--- src/hdl/voxel_density_trilinear_sampler_unit_assert.svh ---
// assertion macros for the sampler rtl
`ifndef VOXEL_DENSITY_TRILINEAR_SAMPLER_UNIT_ASSERT_SVH
`define VOXEL_DENSITY_TRILINEAR_SAMPLER_UNIT_ASSERT_SVH

// same-cycle implication, quiet during reset
`define VDTS_ASSERT_SAME(lbl, ante, cons) \
    lbl: assert property (@(posedge i_clk) disable iff (!i_rst_n) (ante) |-> (cons)) \
        else $error("vdts check failed");

// next-cycle implication, quiet during reset
`define VDTS_ASSERT_NEXT(lbl, ante, cons) \
    lbl: assert property (@(posedge i_clk) disable iff (!i_rst_n) (ante) |=> (cons)) \
        else $error("vdts check failed");

`endif

--- src/hdl/vdts_pkg.sv ---
`default_nettype none
package vdts_pkg;
    localparam int GRID_SIDE  = 34;
    localparam int FRAC_BITS  = 8;
    localparam int POS_W      = 16;
    localparam int VAL_W      = 32;
    localparam int KIND_W     = 2;
    localparam int CRD_W      = $clog2(GRID_SIDE);
    localparam int LAST       = GRID_SIDE - 1;
    localparam int HALF       = (GRID_SIDE + 1) / 2;
    localparam int BANK_DEPTH = HALF * HALF * HALF;
    localparam int BANK_AW    = $clog2(BANK_DEPTH);
    localparam int NBANK      = 8;
    localparam int FR_W       = FRAC_BITS + 1;
    localparam int FRAC_ONE   = 1 << FRAC_BITS;

    typedef enum logic [KIND_W-1:0] {
        KIND_LOAD  = 2'd0,
        KIND_TRI   = 2'd1,
        KIND_POINT = 2'd2
    } t_kind;

    // stage b payload: bank addresses and blend controls
    typedef struct packed {
        logic                              is_load;
        logic [NBANK-1:0][BANK_AW-1:0]     addr;
        logic [2:0]                        par_lo;
        logic [2:0]                        par_hi;
        logic [2:0][FR_W-1:0]              fr;
        logic [VAL_W-1:0]                  wdata;
    } t_stage_b;

    // stage c controls that ride along with the bank read data
    typedef struct packed {
        logic [2:0]           par_lo;
        logic [2:0]           par_hi;
        logic [2:0][FR_W-1:0] fr;
    } t_stage_c;

    // floor-shift lerp: (a*(1-f) + b*f) >> FRAC_BITS
    function automatic logic signed [VAL_W-1:0] lerp(
        input logic signed [VAL_W-1:0] a,
        input logic signed [VAL_W-1:0] b,
        input logic [FR_W-1:0]         f
    );
        logic [FR_W-1:0]                w;
        logic signed [VAL_W+FR_W:0]     pa;
        logic signed [VAL_W+FR_W:0]     pb;
        logic signed [VAL_W+FR_W+1:0]   s;
        w  = FR_W'(FRAC_ONE) - f;
        pa = a * $signed({1'b0, w});
        pb = b * $signed({1'b0, f});
        s  = (VAL_W+FR_W+2)'(pa) + (VAL_W+FR_W+2)'(pb);
        return VAL_W'(s >>> FRAC_BITS);
    endfunction
endpackage
`default_nettype wire

--- src/hdl/vdts_if.sv ---
`default_nettype none
interface vdts_req_if import vdts_pkg::*; ();
    logic                    valid;
    logic                    ready;
    logic [KIND_W-1:0]       kind;
    logic signed [POS_W-1:0] pos_x;
    logic signed [POS_W-1:0] pos_y;
    logic signed [POS_W-1:0] pos_z;
    logic signed [VAL_W-1:0] load_value;
    modport source(output valid, kind, pos_x, pos_y, pos_z, load_value, input ready);
    modport sink(input valid, kind, pos_x, pos_y, pos_z, load_value, output ready);
endinterface

`default_nettype wire

--- src/hdl/vdts_addr.sv ---
`default_nettype none
module vdts_addr import vdts_pkg::*; (
    input  wire logic  i_clk,
    input  wire logic  i_rst_n,
    vdts_req_if.sink   i_req,
    input  wire logic  i_adv_c,
    output logic       o_vb,
    output t_stage_b   o_stb
);
    logic                     r_va;
    logic                     r_a_load;
    logic [CRD_W-1:0]         r_a_lo [0:2];
    logic [CRD_W-1:0]         r_a_hi [0:2];
    logic [FR_W-1:0]          r_a_fr [0:2];
    logic [VAL_W-1:0]         r_a_val;
    logic                     r_vb;
    t_stage_b                 r_b;

    logic                     adv_a;
    logic                     adv_b;
    logic                     n_va;
    logic                     n_load;
    logic                     in_grid;
    logic signed [POS_W-1:0]  pos [0:2];
    logic signed [POS_W-1:0]  ip  [0:2];
    logic signed [POS_W+1:0]  d   [0:2];
    logic [CRD_W-1:0]         n_lo [0:2];
    logic [CRD_W-1:0]         n_hi [0:2];
    logic [FR_W-1:0]          n_fr [0:2];
    t_stage_b                 n_b;
    logic [CRD_W-1:0]         cx, cy, cz;
    logic [CRD_W-2:0]         hx, hy, hz;

    // stall chain: a stage takes new data when empty or draining
    assign adv_b       = !r_vb || i_adv_c;
    assign adv_a       = !r_va || adv_b;
    assign i_req.ready = adv_a;

    // coordinate decode: floor, clamp, upper corner, fraction
    always_comb begin
        pos[0]  = i_req.pos_x;
        pos[1]  = i_req.pos_y;
        pos[2]  = i_req.pos_z;
        in_grid = 1'b1;
        for (int k = 0; k < 3; k++) begin
            ip[k] = pos[k] >>> FRAC_BITS;
            if (ip[k] < 0 || int'(ip[k]) > LAST) in_grid = 1'b0;
            if (ip[k] < 0) begin
                n_lo[k] = '0;
            end else if (int'(ip[k]) > LAST) begin
                n_lo[k] = CRD_W'(LAST);
            end else begin
                n_lo[k] = ip[k][CRD_W-1:0];
            end
            d[k] = (POS_W+2)'(pos[k]) - (POS_W+2)'({n_lo[k], {FRAC_BITS{1'b0}}});
            if (d[k][POS_W+1]) begin
                n_fr[k] = '0;
            end else if (d[k] > (POS_W+2)'(FRAC_ONE)) begin
                n_fr[k] = FR_W'(FRAC_ONE);
            end else begin
                n_fr[k] = d[k][FR_W-1:0];
            end
            n_hi[k] = (n_lo[k] == CRD_W'(LAST)) ? n_lo[k] : n_lo[k] + 1'b1;
        end
        n_load = 1'b0;
        case (t_kind'(i_req.kind))
            KIND_LOAD: begin
                n_va   = in_grid;
                n_load = 1'b1;
            end
            KIND_TRI: begin
                n_va = 1'b1;
            end
            KIND_POINT: begin
                n_va = 1'b1;
            end
            default: begin
                n_va = 1'b0;
            end
        endcase
        // loads and point reads use only the base corner
        if (t_kind'(i_req.kind) != KIND_TRI) begin
            for (int k = 0; k < 3; k++) begin
                n_hi[k] = n_lo[k];
                n_fr[k] = '0;
            end
        end
        n_va = n_va && i_req.valid;
    end

    // stage a registers
    always_ff @(posedge i_clk) begin
        if (!i_rst_n) begin
            r_va <= 1'b0;
        end else if (adv_a) begin
            r_va <= n_va;
        end
    end

    always_ff @(posedge i_clk) begin
        if (adv_a) begin
            r_a_load <= n_load;
            r_a_lo   <= n_lo;
            r_a_hi   <= n_hi;
            r_a_fr   <= n_fr;
            r_a_val  <= i_req.load_value;
        end
    end

    // per-bank addresses: each bank holds one parity class of x, y, z
    always_comb begin
        n_b.is_load = r_a_load;
        n_b.wdata   = r_a_val;
        for (int k = 0; k < 3; k++) begin
            n_b.par_lo[k] = r_a_lo[k][0];
            n_b.par_hi[k] = r_a_hi[k][0];
            n_b.fr[k]     = r_a_fr[k];
        end
        for (int j = 0; j < NBANK; j++) begin
            cx = (r_a_lo[0][0] == j[0]) ? r_a_lo[0] : r_a_hi[0];
            cy = (r_a_lo[1][0] == j[1]) ? r_a_lo[1] : r_a_hi[1];
            cz = (r_a_lo[2][0] == j[2]) ? r_a_lo[2] : r_a_hi[2];
            hx = cx[CRD_W-1:1];
            hy = cy[CRD_W-1:1];
            hz = cz[CRD_W-1:1];
            n_b.addr[j] = BANK_AW'(hx) + BANK_AW'(HALF) * BANK_AW'(hy)
                        + BANK_AW'(HALF * HALF) * BANK_AW'(hz);
        end
    end

    // stage b registers
    always_ff @(posedge i_clk) begin
        if (!i_rst_n) begin
            r_vb <= 1'b0;
        end else if (adv_b) begin
            r_vb <= r_va;
        end
    end

    always_ff @(posedge i_clk) begin
        if (adv_b) begin
            r_b <= n_b;
        end
    end

    assign o_vb  = r_vb;
    assign o_stb = r_b;
endmodule
`default_nettype wire

--- src/flat_wrapper.sv ---
// flat-port wrapper written by rule: the top's interface ports become plain ports
module vdts_addr_flat import vdts_pkg::*;
  (i_clk, i_rst_n, i_adv_c, o_vb, o_stb, i_req_valid, i_req_kind, i_req_pos_x, i_req_pos_y, i_req_pos_z, i_req_load_value, i_req_ready);
  vdts_req_if i_req_i ();
  input  wire logic i_clk;
  input  wire logic i_rst_n;
  input  wire logic i_adv_c;
  output logic o_vb;
  output t_stage_b o_stb;
  input wire logic [$bits(i_req_i.valid)-1:0] i_req_valid;
  input wire logic [$bits(i_req_i.kind)-1:0] i_req_kind;
  input wire logic [$bits(i_req_i.pos_x)-1:0] i_req_pos_x;
  input wire logic [$bits(i_req_i.pos_y)-1:0] i_req_pos_y;
  input wire logic [$bits(i_req_i.pos_z)-1:0] i_req_pos_z;
  input wire logic [$bits(i_req_i.load_value)-1:0] i_req_load_value;
  output wire logic [$bits(i_req_i.ready)-1:0] i_req_ready;
  assign i_req_i.valid = i_req_valid;
  assign i_req_i.kind = i_req_kind;
  assign i_req_i.pos_x = i_req_pos_x;
  assign i_req_i.pos_y = i_req_pos_y;
  assign i_req_i.pos_z = i_req_pos_z;
  assign i_req_i.load_value = i_req_load_value;
  assign i_req_ready = i_req_i.ready;
  vdts_addr u_core (.i_clk(i_clk), .i_rst_n(i_rst_n), .i_req(i_req_i), .i_adv_c(i_adv_c), .o_vb(o_vb), .o_stb(o_stb));
endmodule
--- config.mk ---
export PLATFORM = sky130hd
export DESIGN_NAME = vdts_addr_flat
export DESIGN_NICKNAME = d
export VERILOG_FILES = /design/src/hdl/voxel_density_trilinear_sampler_unit_assert.svh /design/src/hdl/vdts_pkg.sv /design/src/hdl/vdts_if.sv /design/src/hdl/vdts_addr.sv /design/src/flat_wrapper.sv
export SDC_FILE = /design/constraint.sdc
export NUM_CORES = 1
export LEC_CHECK = 0
export BUFFER_PORTS_ARGS = -buffer_cell sky130_fd_sc_hd__buf_4
export CORE_ASPECT_RATIO = 0.6
export CORE_MARGIN = 4
export CORE_UTILIZATION = 52
export CTS_CLUSTER_DIAMETER = 60
export DETAILED_ROUTE_END_ITERATION = 8
export GPL_TIMING_DRIVEN = 0
export MAX_ROUTING_LAYER = met4
export PLACE_DENSITY = 0.77
export RECOVER_POWER = 50
export SLEW_MARGIN = 20
export SYNTH_ARGS = -nofsm -noshare
export SYNTH_HDL_FRONTEND = slang
export SYNTH_SLANG_ARGS = --single-unit
--- constraint.sdc ---
create_clock -name i_clk -period 4.6 [get_ports i_clk]
set_clock_uncertainty 0.1 [all_clocks]
set_input_delay 0.23 -clock i_clk [delete_from_list [all_inputs] [get_ports i_clk]]
set_output_delay 0.23 -clock i_clk [all_outputs]
set_load 0.02 [all_outputs]
==> flow_metrics.py <==
metrics = {
    "critical_path": {
        "crit_required_ps": 4800,
        "crit_path_start_kind": "input port",
        "r2r_start": "u_core.n_b[63]$_DFFE_PP_",
        "cp_max_fo": 9,
        "critPathArrivalTime_ps": 4620,
        "critPathKind": "input port to register",
        "crit_path_end_kind": "register",
        "crit_start": "i_req_pos_y[12]",
    },
    "placement": {
        "portBuffers": 255,
        "place_ws_ps": -463.7,
        "gp_congestion": 1.006,
        "dp_hpwl_um": 31780,
        "place_inst": 1980,
    },
    "timing": {
        "min_period_over_period_pct": 96.09,
        "drv_slew": 78,
        "max_slew_margin_pct": -108.7,
        "rsz0062_at_grt": "true",
        "finalCriticalPeriod_ps": 4420,
        "worst_slack_ps": 179.9,
        "tns_ps": 0,
        "finalSetupViolCount": 0,
        "hold_violations": 1,
        "whs_ps": -13.45,
        "worst_slew_pin_slew_ps": 3128,
        "fmax_mhz": 226.2,
    },
    "run": {
        "maxCapViolCount": 1,
    },
    "final_layout": {
        "areaGrowthSynthToFinish_pct": 22.22,
        "drive_gt1_share_pct": 10.70,
        "fin_nets": 1934,
        "finalNonFillerCells": 2101,
        "n_fill_cell": 2349,
        "fin_util_pct": 65.62,
        "n_antenna_cell": 0,
    },
    "global_routing": {
        "grt_pass1_vias": 11450,
        "globalRouteOverflowTotal": 0,
        "antenna_found_initial": 0,
        "grt_pass1_wl_um": 64850,
        "grt_usage_pct": 25.93,
        "grt_max_degree": 94,
    },
    "worst_hold_path": {
        "hold_class": "input port to register",
        "hold_start": "i_adv_c",
    },
    "floorplanning": {
        "die_h_um": 142.5,
        "start_util_pct": 53.69,
        "die_w_um": 232.1,
        "coreArea_sq_um": 29190,
        "ioPinCount": 258,
        "rows": 48,
        "die_area_sq_um": 33070,
    },
    "synth": {
        "synth-seq-cells": 268,
        "synth.distinct_cells": 69,
        "netlist_area_sq_um": 15670,
        "ys.flop_type": "edfxtp_1",
        "synthArstFlopShare_pct": 0,
        "avgSynthCellArea_sq_um": 11.91,
        "synth-seq-area-share_pct": 51.23,
        "ys_warn_count": 0,
        "synthCells": 1316,
        "synth_edf_count": 266,
    },
    "cts": {
        "cts_root_buffer": "clkbuf_16",
        "clockBufferDepth": 3,
        "cts.htree.levels": 1,
        "cts_inserted_buffers": 26,
        "clk_pin_slew_ps": 70,
        "cts_sinks": 268,
        "cts_tree": "yes",
        "clk-insertion-delay-late_ps": 550,
    },
    "route": {
        "drt_pre_antenna_iters": 5,
        "drcViolationCount": 0,
        "drt-wirelength-per-cell_um": 20.35,
        "drtIter0Drc": 1067,
        "vias": 12170,
        "wirelength_um": 42750,
        "ant_nets": 0,
        "via_per_inst": 5.794,
    },
    "power_and_ir_drop": {
        "irDropWorstVdd_mv": 0.2406,
        "p_per_area_nw_per_um2": 351.7,
        "leakage_nw": 8.069,
    },
    "outcome": {
        "violations": "negative hold slack, max-capacitance violations, max-slew violations",
        "status": "finished with violations",
    },
}
==> area by class of cell <==
| class | count | area (sq um) | area share [%] |
|---|---|---|---|
| Clock buffer | 32 | 694.4 | 3.626 |
| Tap cell | 400 | 500.5 | 2.613 |
| Multi-Input combinational cell | 942 | 7355 | 38.40 |
| Buffer | 13 | 51.30 | 0.2679 |
| Timing Repair Buffer | 333 | 2048 | 10.69 |
| Sequential cell | 268 | 8028 | 41.92 |
| Clock inverter | 14 | 103.9 | 0.5422 |
| Inverter | 99 | 371.6 | 1.940 |
==> cells in the mapped netlist (all sizes together), types with 4 or more instances <==
library cell / count / area, sq um
a21oi: 49 / 245.2
a2111oi: 7 / 61.31
inv: 98 / 367.9
nor2: 93 / 349.1
a211o: 5 / 43.79
o2111a: 7 / 78.83
o21a: 20 / 150.1
nand2: 71 / 269.0
nand4: 5 / 31.28
nor3: 51 / 255.2
nand3: 13 / 65.06
nor4: 11 / 83.83
a211oi: 27 / 215.2
fa: 15 / 300.3
a41oi: 7 / 61.31
o311ai: 19 / 166.4
or4: 9 / 71.32
a21o: 31 / 232.7
or3: 10 / 62.56
nor3b: 5 / 37.54
ha: 150 / 1877
and2: 13 / 82.58
o2bb2ai: 7 / 61.31
o21ai: 67 / 335.3
a2bb2oi: 4 / 35.03
mux2i: 13 / 130.1
xnor2: 92 / 805.8
mux2: 25 / 281.5
xor2: 12 / 105.1
o21ba: 4 / 40.04
a21boi: 8 / 60.06
edfxtp: 266 / 7988
nor2b: 27 / 168.9
clkbuf: 11 / 41.29
o211ai: 22 / 165.2
==> timing repair <==
item,4_1_cts,5_1_grt
pin swaps,0,7
buffers inserted,2,5
setup endpoints to repair,23,29
hold buffers,69,0
gates cloned,0,0
resized for setup,10,28
endpoints found under the hold margin,69,0
==> state kept, by name, indices dropped and copies added, names as in the netlist <==
name	flops
u_core.r_a_hi	15
u_core.o_stb	170
u_core.o_vb	1
u_core.r_va	1
u_core.r_a_val	32
u_core.r_a_lo	15
u_core.r_a_load	1
u_core.n_b	33
==> stage by stage <==
| step | total power (W) | instance area [sq um] |
|---|---|---|
| global route | 0.007047 | 19150 |
| CTS | 0.006929 | 19710 |
| global placement | 0.004817 | 18110 |
| detailed placement | 0.004843 | 18180 |
| finish | 0.006735 | 19150 |
| floorplan | 0.004149 | 15700 |
==> power by group <==
group          internal [W]  switching [W]  total, W  leakage [nW]
registers           0.00299      0.0000839   0.00308          3.04
logic              0.000567        0.00107   0.00164          4.65
clock network       0.00113       0.000892   0.00202         0.381
total               0.00469        0.00205   0.00673          8.07
==> cell usage in the layout (no fill, tap or decap), types with 20 or more instances in the layout <==
cell,synthesis,layout
a211oi_1,26,24
a21oi_1,49,49
nor2b_1,27,27
mux2_2,25,25
clkbuf_4,0,31
clkbuf_1,11,193
ha_1,150,148
inv_1,98,98
nor3_1,51,50
edfxtp_1,266,266
o21ai_0,67,57
clkbuf_16,0,27
nand2_1,70,69
o211ai_1,22,22
dlygate4sd3_1,0,69
nor2_1,93,93
buf_4,1,54
xnor2_1,92,91
o21a_1,20,20
a21o_1,31,31
==> routing by layer <==
| metal | up-vias | track usage, % | routed length [um] | part of all wire (%) |
|---|---|---|---|---|
| li1 | 5729 | - | - | - |
| met5 | - | - | 0 | 0 |
| met2 | 482 | 38.63 | 18780 | 44 |
| met4 | 0 | 3.614 | 550 | 1.3 |
| met3 | 46 | 4.920 | 3358 | 7.9 |
| met1 | 5917 | 38.26 | 20070 | 47 |
==> final timing paths <==
path         depth (start not counted)  slack (ps)                           end
max                                 11         180  u_core.n_b[49]$_SDFFCE_PP0P_
min                                  3         -10      u_core.o_vb$_SDFFE_PN0P_
max reg2reg                         14         210   u_core.o_stb[168]$_DFFE_PP_
min reg2reg                          0         320    u_core.o_stb[37]$_DFFE_PP_
==> kinds of logic after synthesis <==
family | after synthesis | synth area share, %
flops | 268 | 51.23
fa+ha+maj | 165 | 13.89
simple gates | 323 | 10.14
other cells | 1 | 0.02393
xor+xnor | 104 | 5.813
mux | 38 | 2.627
buf+inv | 113 | 2.747
compound gates | 304 | 13.53
==> worst max-delay path, stage by stage <==
cell           delay, ps
dlygate4sd3_1        530
clkbuf_1             170
or4_4                560
a211oi_1             810
nand2_2              290
fa_1                 510
a21o_1               180
a21oi_1              230
nor2b_1              140
o311ai_2             700
o21ba_2              260
No activity file was read; power rests on OpenSTA's default activity.
